**src/hw/rtl/b64e_pkg.sv**
```systemverilog
// ----------------------------------------------------------------------------
// b64e_pkg
// Types, constants and the alphabet lookup shared by the base64 encoder.
// ----------------------------------------------------------------------------
package b64e_pkg;

  localparam int JOB_Q_DEPTH = 2;
  localparam int JOB_Q_PTR_W = $clog2(JOB_Q_DEPTH);
  localparam int JOB_CHARS   = 4;
  localparam int JOB_IDX_W   = $clog2(JOB_CHARS);

  // Position within the three-byte group.
  localparam logic [1:0] PHASE_FIRST  = 2'd0;
  localparam logic [1:0] PHASE_SECOND = 2'd1;
  localparam logic [1:0] PHASE_THIRD  = 2'd2;

  localparam logic [7:0] PAD_CHAR = 8'h3d;

  typedef struct packed {
    logic [7:0] in_byte;
    logic       in_end;
  } in_word_t;

  typedef struct packed {
    logic [7:0] out_char;
    logic       out_end;
  } out_word_t;

  // Characters one byte produces, the index of its last one, and whether
  // that last character closes the message.
  typedef struct packed {
    logic [JOB_CHARS-1:0][7:0] chars;
    logic [JOB_IDX_W-1:0]      last_idx;
    logic                      fin;
  } job_t;

  function automatic logic [7:0] b64_char(input logic [5:0] v);
    logic [7:0] r;
    if (v < 6'd26) begin
      r = 8'h41 + {2'b00, v};
    end else if (v < 6'd52) begin
      r = 8'h61 + {2'b00, v} - 8'd26;
    end else if (v < 6'd62) begin
      r = 8'h30 + {2'b00, v} - 8'd52;
    end else if (v == 6'd62) begin
      r = 8'h2b;
    end else begin
      r = 8'h2f;
    end
    return r;
  endfunction

endpackage

```
**src/hw/rtl/b64e_front.sv**
```systemverilog
// ----------------------------------------------------------------------------
// b64e_front
// Tracks the group phase and leftover bits, and turns each byte into a job
// of one to four characters.
// ----------------------------------------------------------------------------
module b64e_front (
  input  logic              clk,
  input  logic              rst_n,
  input  logic              accept,
  input  b64e_pkg::in_word_t in_data,
  output b64e_pkg::job_t    job
);
  import b64e_pkg::*;

  logic [1:0] phase_r, phase_nxt;
  logic [3:0] carry_r, carry_nxt;
  logic [7:0] b;
  logic       fin;

  assign b   = in_data.in_byte;
  assign fin = in_data.in_end;

  always_comb begin
    job       = '0;
    job.fin   = fin;
    phase_nxt = phase_r;
    carry_nxt = carry_r;
    unique case (phase_r)
      PHASE_SECOND: begin
        job.chars[0] = b64_char({carry_r[1:0], b[7:4]});
        if (fin) begin
          job.chars[1] = b64_char({b[3:0], 2'b00});
          job.chars[2] = PAD_CHAR;
          job.last_idx = JOB_IDX_W'(2);
        end else begin
          job.last_idx = JOB_IDX_W'(0);
          carry_nxt    = b[3:0];
          phase_nxt    = PHASE_THIRD;
        end
      end
      PHASE_THIRD: begin
        job.chars[0] = b64_char({carry_r, b[7:6]});
        job.chars[1] = b64_char(b[5:0]);
        job.last_idx = JOB_IDX_W'(1);
        carry_nxt    = 4'd0;
        phase_nxt    = PHASE_FIRST;
      end
      default: begin
        // The unused phase code behaves as the start of a group.
        job.chars[0] = b64_char(b[7:2]);
        if (fin) begin
          job.chars[1] = b64_char({b[1:0], 4'b0000});
          job.chars[2] = PAD_CHAR;
          job.chars[3] = PAD_CHAR;
          job.last_idx = JOB_IDX_W'(3);
        end else begin
          job.last_idx = JOB_IDX_W'(0);
          carry_nxt    = {2'b00, b[1:0]};
          phase_nxt    = PHASE_SECOND;
        end
      end
    endcase
    if (fin) begin
      phase_nxt = PHASE_FIRST;
      carry_nxt = 4'd0;
    end
  end

  always_ff @(posedge clk) begin
    if (!rst_n) begin
      phase_r <= PHASE_FIRST;
      carry_r <= 4'd0;
    end else if (accept) begin
      phase_r <= phase_nxt;
      carry_r <= carry_nxt;
    end
  end

endmodule

```
**src/hw/rtl/b64e_job_queue.sv**
```systemverilog
// ----------------------------------------------------------------------------
// b64e_job_queue
// Short first-in first-out queue of character jobs between front and back.
// ----------------------------------------------------------------------------
module b64e_job_queue (
  input  logic            clk,
  input  logic            rst_n,
  input  logic            wr_en,
  input  b64e_pkg::job_t  wr_job,
  output logic            q_full,
  input  logic            rd_en,
  output b64e_pkg::job_t  rd_job,
  output logic            q_valid
);
  import b64e_pkg::*;

  job_t                 mem [JOB_Q_DEPTH];
  logic [JOB_Q_PTR_W-1:0] wr_ptr_r, rd_ptr_r;
  logic [JOB_Q_PTR_W:0]   count_r;

  assign q_full  = (count_r == (JOB_Q_PTR_W+1)'(JOB_Q_DEPTH));
  assign q_valid = (count_r != '0);
  assign rd_job  = mem[rd_ptr_r];

  always_ff @(posedge clk) begin
    if (wr_en) begin
      mem[wr_ptr_r] <= wr_job;
    end
  end

  always_ff @(posedge clk) begin
    if (!rst_n) begin
      wr_ptr_r <= '0;
      rd_ptr_r <= '0;
      count_r  <= '0;
    end else begin
      if (wr_en) begin
        wr_ptr_r <= (wr_ptr_r == JOB_Q_PTR_W'(JOB_Q_DEPTH - 1)) ? '0 : wr_ptr_r + 1'b1;
      end
      if (rd_en) begin
        rd_ptr_r <= (rd_ptr_r == JOB_Q_PTR_W'(JOB_Q_DEPTH - 1)) ? '0 : rd_ptr_r + 1'b1;
      end
      if (wr_en && !rd_en) begin
        count_r <= count_r + 1'b1;
      end else if (rd_en && !wr_en) begin
        count_r <= count_r - 1'b1;
      end
    end
  end

endmodule

```
**src/hw/rtl/b64e_back.sv**
```systemverilog
// ----------------------------------------------------------------------------
// b64e_back
// Walks the characters of the head job into the output register, one per
// cycle while that register is empty or being popped.
// ----------------------------------------------------------------------------
module b64e_back (
  input  logic               clk,
  input  logic               rst_n,
  input  logic               job_valid,
  input  b64e_pkg::job_t     job,
  output logic               job_done,
  output logic               empty,
  input  logic               pop,
  output b64e_pkg::out_word_t out_data
);
  import b64e_pkg::*;

  logic [JOB_IDX_W-1:0] pos_r;
  logic                 out_valid_r;
  out_word_t            out_r;
  logic                 load;
  logic                 at_last;

  assign empty    = !out_valid_r;
  assign out_data = out_r;
  assign load     = job_valid && (!out_valid_r || pop);
  assign at_last  = (pos_r == job.last_idx);
  assign job_done = load && at_last;

  always_ff @(posedge clk) begin
    if (load) begin
      out_r.out_char <= job.chars[pos_r];
      out_r.out_end  <= job.fin && at_last;
    end
  end

  always_ff @(posedge clk) begin
    if (!rst_n) begin
      pos_r       <= '0;
      out_valid_r <= 1'b0;
    end else begin
      if (load) begin
        pos_r       <= at_last ? '0 : pos_r + 1'b1;
        out_valid_r <= 1'b1;
      end else if (pop) begin
        out_valid_r <= 1'b0;
      end
    end
  end

endmodule

```
**src/hw/rtl/base64_stream_encoder.sv**
```systemverilog
// ----------------------------------------------------------------------------
// base64_stream_encoder
// Streaming base64 encoder, standard alphabet with '=' padding.
// ----------------------------------------------------------------------------
// Input side is a queue write port: a word (one message byte plus a flag on
// the final byte) is taken on a clock edge with push high and full low.
// Output side is a queue read port: while empty is low, out_data holds the
// oldest character, and it is taken on an edge with pop high.
// The front classifies each byte by its place in the three-byte group and
// builds one to four characters; a two-entry job queue separates it from the
// back, which sends one character per cycle through an output register while the receiver pops.
// The first character of a byte passes through the job queue and then the
// output register. Throughput is set by the single-character output port:
// one character per cycle while the receiver pops. Bytes are taken every
// cycle while the job queue has room.
// The last character of a message carries out_end.
// Synchronous reset clears the group phase and empties the queue and output register.
// When the receiver stalls, the output holds, the queue fills, and full
// rises until characters drain again.
// ----------------------------------------------------------------------------
module base64_stream_encoder (
  input  logic                clk,
  input  logic                rst_n,
  input  logic                push,
  output logic                full,
  input  b64e_pkg::in_word_t  in_data,
  output logic                empty,
  input  logic                pop,
  output b64e_pkg::out_word_t out_data
);
  import b64e_pkg::*;

  logic accept;
  job_t new_job;
  job_t head_job;
  logic head_valid;
  logic head_done;

  assign accept = push && !full;

  b64e_front u_front (
    .clk     (clk),
    .rst_n   (rst_n),
    .accept  (accept),
    .in_data (in_data),
    .job     (new_job)
  );

  b64e_job_queue u_queue (
    .clk     (clk),
    .rst_n   (rst_n),
    .wr_en   (accept),
    .wr_job  (new_job),
    .q_full  (full),
    .rd_en   (head_done),
    .rd_job  (head_job),
    .q_valid (head_valid)
  );

  b64e_back u_back (
    .clk       (clk),
    .rst_n     (rst_n),
    .job_valid (head_valid),
    .job       (head_job),
    .job_done  (head_done),
    .empty     (empty),
    .pop       (pop),
    .out_data  (out_data)
  );

endmodule
```
**config.mk**
```make
export PLATFORM = sky130hd
export DESIGN_NAME = base64_stream_encoder
export DESIGN_NICKNAME = d
export VERILOG_FILES = /design/src/hw/rtl/b64e_pkg.sv /design/src/hw/rtl/b64e_front.sv /design/src/hw/rtl/b64e_job_queue.sv /design/src/hw/rtl/b64e_back.sv /design/src/hw/rtl/base64_stream_encoder.sv
export SDC_FILE = /design/constraint.sdc
export NUM_CORES = 1
export LEC_CHECK = 0
export BUFFER_PORTS_ARGS = -buffer_cell sky130_fd_sc_hd__buf_4
export CAP_MARGIN = 20
export CORE_MARGIN = 1.5
export CORE_UTILIZATION = 45
export CTS_BUF_LIST = sky130_fd_sc_hd__clkbuf_4 sky130_fd_sc_hd__clkbuf_8
export CTS_CLUSTER_SIZE = 40
export DETAILED_ROUTE_END_ITERATION = 8
export PLACE_DENSITY_LB_ADDON = 0.08
export SYNTH_ARGS = -nofsm -noshare
export SYNTH_HDL_FRONTEND = slang
export SYNTH_SLANG_ARGS = --single-unit
```
**constraint.sdc**
```tcl
create_clock -name clk -period 3.1 [get_ports clk]
set_input_delay 0.155 -clock clk [delete_from_list [all_inputs] [get_ports clk]]
set_output_delay 0.155 -clock clk [all_outputs]
set_load 0.05 [all_outputs]
```
==> qor.txt, run 1 <==
GRT Util Overall - 22.80%
Hold_buf cts - 0
Root buffer cell - clkbuf_8
DR WL/cell - 18.82 um
PortBufs - 23
Initial antenna violation count - 0
Worst EP arrival - 2760 ps
Critical Path Start Type - register
CTS sink count - 63
# rows - 36
Largest net degree at the start of global routing - 21
Core box area - 9819 sq um
Synth Register Bits - 63
# IOs - 24
DRC Markers - 0
WL final - 11,890 um
Total CTS buffers - 9
Pwr/cell area - 614.8 nW/um^2
Peak supply drop - 0.3557 mV
Area after DPL - 4867 sq um
Via count - 3,815
# Post-CTS Setup Buffers - 0
Synth Instances - 479
Global-route wire length before repair - 19,400 um
Layout area overhead - 9.940%
Antenna Cells - 0
Slowest stage cell, crit path - o311ai_0
# resized after CTS - 0
CP endpoint kind - register
Fin. Hold Viols - 0
Post-Syn Nets - 521
Post-DP HPWL - 8821 um
LEAKAGE - 0.001817 uW
CP Launch Point - u_front.carry_r[0]
TritonCTS clock tree - built
Synth async-reset ratio - 0%
EDFF count, synth - 49
Detailed Routing Iterations Pass 1 - 5
Critical-path cell list - buf_4, ha_1, a211oi_2, nor2_1, and3_1, o311ai_0, o211ai_1
Top_reg_cell synth - edfxtp_1
WP data required - 3130 ps
Layout cells sized above 1 - 14.23%
Register area share after synthesis - 38.13%
Placed Cells - 616
Die width - 104.0 um
Endpoints failing setup - 0
Max Root-Sink Buffers - 2
Netlist cell types - 62
Routed Antenna Nets - 0
Most frequent cells in the layout - 49 x edfxtp_1, 38 x o21ai_0, 34 x nand2_1
Setup tns final - 0 ps
Starting density of the core - 46.79%
R2R depth - 7
Tmin final - 2738 ps
Non-Filler Instances - 632
CP max stage delay - 530 ps
Die ar. - 10,830 sq um
Crit-path max FO - 13
Worst Setup EP - u_queue.mem[0][7]
Gr ovfl total - 0
Worst skew pair latency - 330 ps
Startpoint of the worst register-to-register path - u_front.carry_r[0]
Max Freq - 0.3652 GHz
GPL Wtd Cong - 0.9892
H-tree depth - 3
Vias per inst - 6.036
Netlist Area Pre-Place - 4594 sq um
Kind of critical path - register to register
Slew Viols, Final - 0
Average footprint of a synthesized cell - 9.592 sq um
DR iter-0 viols - 332
Worst Clk Skew - 9.185 ps
Commonest non-fill, non-tap cell in the layout - edfxtp_1
Vias in the first global route - 3,645
Reg2Reg Capture Point - u_queue.mem[0][7]
Worst-margin pin slew - 863.5 ps
Worst min path class - input pin to register
Design Power - 3105 uW
Synth warn - 0
Max-cap viol count - 0
Nets@finish - 536
Worst-path clk slew - 70 ps
Fin crit share - 88.33%
Slew margin rel. - 42.32%
Design area - 5051 sq um
RSZ-0062 raised after global routing - false
R2R Setup Slk - 360 ps
Die H - 104.0 um
Status - complete, no violations
through the flow:
stage                     hold slack [ps]  util, %  worst slack, ps
after floorplan                     253.9        -            510.1
after global placement              479.5    49.57            384.6
after detailed placement            482.9    49.57            477.4
after CTS                           122.4    51.44            435.8
after global routing                126.0    51.44            288.3
final                               135.3    51.44            361.8
registers in the layout, indices dropped and copies added (netlist names), named ones only:
name                count
u_back.out_data         9
u_back.out_valid_r      1
u_back.pos_r            2
u_front.carry_r         4
u_front.phase_r         2
u_queue.count_r         2
u_queue.mem            40
u_queue.rd_ptr_r        1
u_queue.wr_ptr_r        1
per-layer routing:
layer  vias up  global-route usage, %  share of wire (%)
li1       1811                      -                  -
met1      1808                  30.40                 43
met2       186                  38.22                 49
met3        10                  3.321                7.4
met4         0                  7.143                1.3
met5         -                      0                  0
logic make-up after synthesis:
kind of cell / synth area share (%)
buffers and inverters: 5.283
AOI/OAI and AO/OA: 21.71
muxes: 5.937
xor gates and xnor gates: 4.766
adders and majority gates: 7.898
and+or+nand+nor: 16.29
DFF: 38.13
power breakdown:
part	switching (uW)	internal (uW)
clock network	290	349
logic	765	450
registers	82.5	1170
synth_stat cells (all sizes together), types with 8 or more instances:
cell type | count | area (sq um)
a21oi | 23 | 126.4
a31oi | 10 | 62.56
buf | 13 | 77.57
clkbuf | 15 | 56.30
dfxtp | 14 | 280.3
edfxtp | 49 | 1471
ha | 29 | 362.9
inv | 29 | 108.9
mux4 | 8 | 180.2
nand2 | 34 | 127.6
nand2b | 10 | 62.56
nand3 | 19 | 95.09
nor2 | 19 | 73.82
nor2b | 22 | 137.6
nor3 | 14 | 75.07
o21ai | 38 | 190.2
xnor2 | 22 | 192.7
area by class of cell:
cell class              instances  area (sq um)
clock buffers                  13         166.4
multi-input cells             359          2600
inverters                      29         108.9
fillers                       942          4768
well taps                     133         166.4
flip-flops and latches         63          1752
repair buffers                 32         240.2
clock inverters                 3         17.52
critical path, delay by kind of cell, from the launching register on:
| kind | cells | cell delay, ps |
|---|---|---|
| simple gates | 2 | 410 |
| flops | 1 | 320 |
| buf+inv | 1 | 190 |
| compound gates | 3 | 1210 |
| fa+ha+maj | 1 | 310 |
worst min path at each step:
stage,startpoint,endpoint,cells past startpoint
after CTS,rst_n,u_queue.wr_ptr_r,2
after floorplan,in_data[0],u_queue.mem[0][0],0
after global routing,rst_n,u_back.out_valid_r,2
after global placement,rst_n,u_back.out_valid_r,2
after detailed placement,rst_n,u_queue.wr_ptr_r,2
final,rst_n,u_back.out_valid_r,2
No activity file was read; power rests on OpenSTA's default activity.
==> run 2: changes to the inputs <==
- CORE_UTILIZATION: 45 -> 30
- clock period: 3.1 -> 3.05 ns (I/O delays scaled with it)
==> run 2 against run 1 <==
Clock skew is 2.0 ps lower. Count of clock-buffer cells in the layout is 4 lower. Critical path depth stayed put. Non-clock buffer count is 2 higher. Wire length is 9.5% higher. Largest power group unchanged. Maximum frequency is 2.7% lower. Highest routed layer unchanged. Worst hold slack better by 4.7 ps. Clock power is 8.3% lower. Die area is 48% higher. Total power hardly changed. Global-route usage is 6.0 points lower.
==> qor.txt, run 2 (same netlist as run 1, synthesis figures left out) <==
Status - complete, no violations
Max Root-Sink Buffers - 2
Comb pwr share - 40.3%
R2R depth - 7
Flop pwr share - 40.8%
Internal Power - 1928 uW
Layout cells sized above 1 - 13.77%
WP data required - 3080 ps
Hold path depth - 1
Tmin final - 2815 ps
DR WL/cell - 18.90 um
Nets@finish - 538
Fill cell count - 1,563
Largest Register - u_queue.mem
Startpoint of the worst register-to-register path - u_front.carry_r[0]
Gr ovfl total - 0
Total CTS buffers - 9
Endpoints failing setup - 0
PortBufs - 23
Vias in the first global route - 3,673
Post-DP HPWL - 9705 um
Worst-path clk slew - 70 ps
Antenna Cells - 0
CP max stage delay - 490 ps
CTS sink count - 63
Die width - 126.8 um
Starting density of the core - 30.45%
Crit-path max FO - 12
# IOs - 24
Die H - 126.8 um
WL final - 13,020 um
Detailed Routing Iterations Pass 1 - 7
Worst-margin pin slew - 811.4 ps
Die ar. - 16,070 sq um
Layout area overhead - 11.11%
Via count - 3,727
Final core utilization - 33.83%
Most frequent cells in the layout - 49 x edfxtp_1, 38 x o21ai_0, 34 x nand2_1, 34 x buf_4, 29 x ha_1
Vias per inst - 5.409
Initial antenna violation count - 0
Peak supply drop - 0.2568 mV
Kind of critical path - register to register
Worst EP arrival - 2850 ps
Commonest non-fill, non-tap cell in the layout - edfxtp_1
Design area - 5105 sq um
Sw frac - 37.95%
RSZ-0062 raised after global routing - false
Worst skew pair latency - 340 ps
Reg2Reg Capture Point - u_queue.mem[0][7]
Core box area - 15,090 sq um
Fin crit share - 92.29%
Largest net degree at the start of global routing - 22
GPL Wtd Cong - 0.9097
Max Freq - 0.3552 GHz
Global-route wire length before repair - 20,950 um
Hold_sp - in_data[0]
H-tree depth - 3
LEAKAGE - 0.001813 uW
R2R Setup Slk - 240 ps
Slew Viols, Final - 0
Root buffer cell - clkbuf_8
Non-Filler Instances - 689
Hold EP - u_queue.mem[0][0]
Placed Cells - 673
# rows - 45
Psw - 1179 uW
Worst Clk Skew - 7.204 ps
Critical-path cell list - buf_4, ha_1, a211oi_2, nor2_1, a21oi_1, o311ai_0, o211ai_1
Hold_buf cts - 0
Pwr/cell area - 608.6 nW/um^2
Max reg flops - 40
DR iter-0 viols - 219
Design Power - 3107 uW
DRC Markers - 0
Max-cap viol count - 0
Routed Antenna Nets - 0
Critical Path Start Type - register
GRT Util Overall - 16.84%
TritonCTS clock tree - built
Slowest stage cell, crit path - o311ai_0
Area after DPL - 4951 sq um
Fin. Hold Viols - 0
Clock network power share - 18.9%
Slew margin rel. - 44.50%
CP endpoint kind - register
Worst min path class - input pin to register
Setup tns final - 0 ps
# resized after CTS - 0
# Post-CTS Setup Buffers - 0
run 2: through the flow:
step	setup slack [ps]	hold WS, ps
detailed placement	412.3	495.0
finish	235.0	140.0
floorplan	460.1	251.4
global placement	452.8	480.7
global route	163.5	134.5
CTS	412.5	116.8
run 2: critical path: cells and delay by family, from the launching register on:
family | cells | cell delay [ps]
AO/OA/AOI/OAI | 4 | 990
adder cells (fa/ha/maj) | 1 | 410
buffers and inverters | 1 | 220
flip-flops | 1 | 480
AND/OR/NAND/NOR | 1 | 410
run 2: cell type report:
class | count | area (sq um) | share of cell area, %
Clock buffer | 9 | 123.9 | 2.426
Tap cell | 188 | 235.2 | 4.608
Inverter | 29 | 108.9 | 2.132
Sequential cell | 63 | 1752 | 34.31
Timing Repair Buffer | 34 | 255.2 | 5.000
Multi-Input combinational cell | 359 | 2600 | 50.93
Clock inverter | 7 | 30.03 | 0.5882
run 2: power by group through the flow:
stage | registers (uW) | clock network, uW | logic, uW
after floorplan | 1490 | 0 | 703
after global placement | 1290 | 0 | 1270
after detailed placement | 1290 | 0 | 1260
after CTS | 1270 | 617 | 1260
after global routing | 1290 | 652 | 1370
final | 1270 | 586 | 1250
run 2: routing by layer:
layer / part of all wire (%) / GRT usage, %
met2: 49 / 28.64
met3: 3.5 / 2.235
met4: 1.9 / 5.949
met1: 45 / 22.02
met5: 0 / 0
run 2: worst max-delay path by stage:
stage                       startpoint                 end  cells after the start
CTS                 u_front.carry_r[1]   u_queue.mem[1][5]                      7
detailed placement  u_front.carry_r[0]   u_queue.mem[1][5]                      7
global placement    u_front.carry_r[1]   u_queue.mem[0][5]                      7
finish              u_front.carry_r[0]   u_queue.mem[0][7]                      7
floorplan           u_queue.count_r[1]  u_queue.count_r[1]                      7
global route        u_front.carry_r[0]  u_queue.mem[0][10]                      7
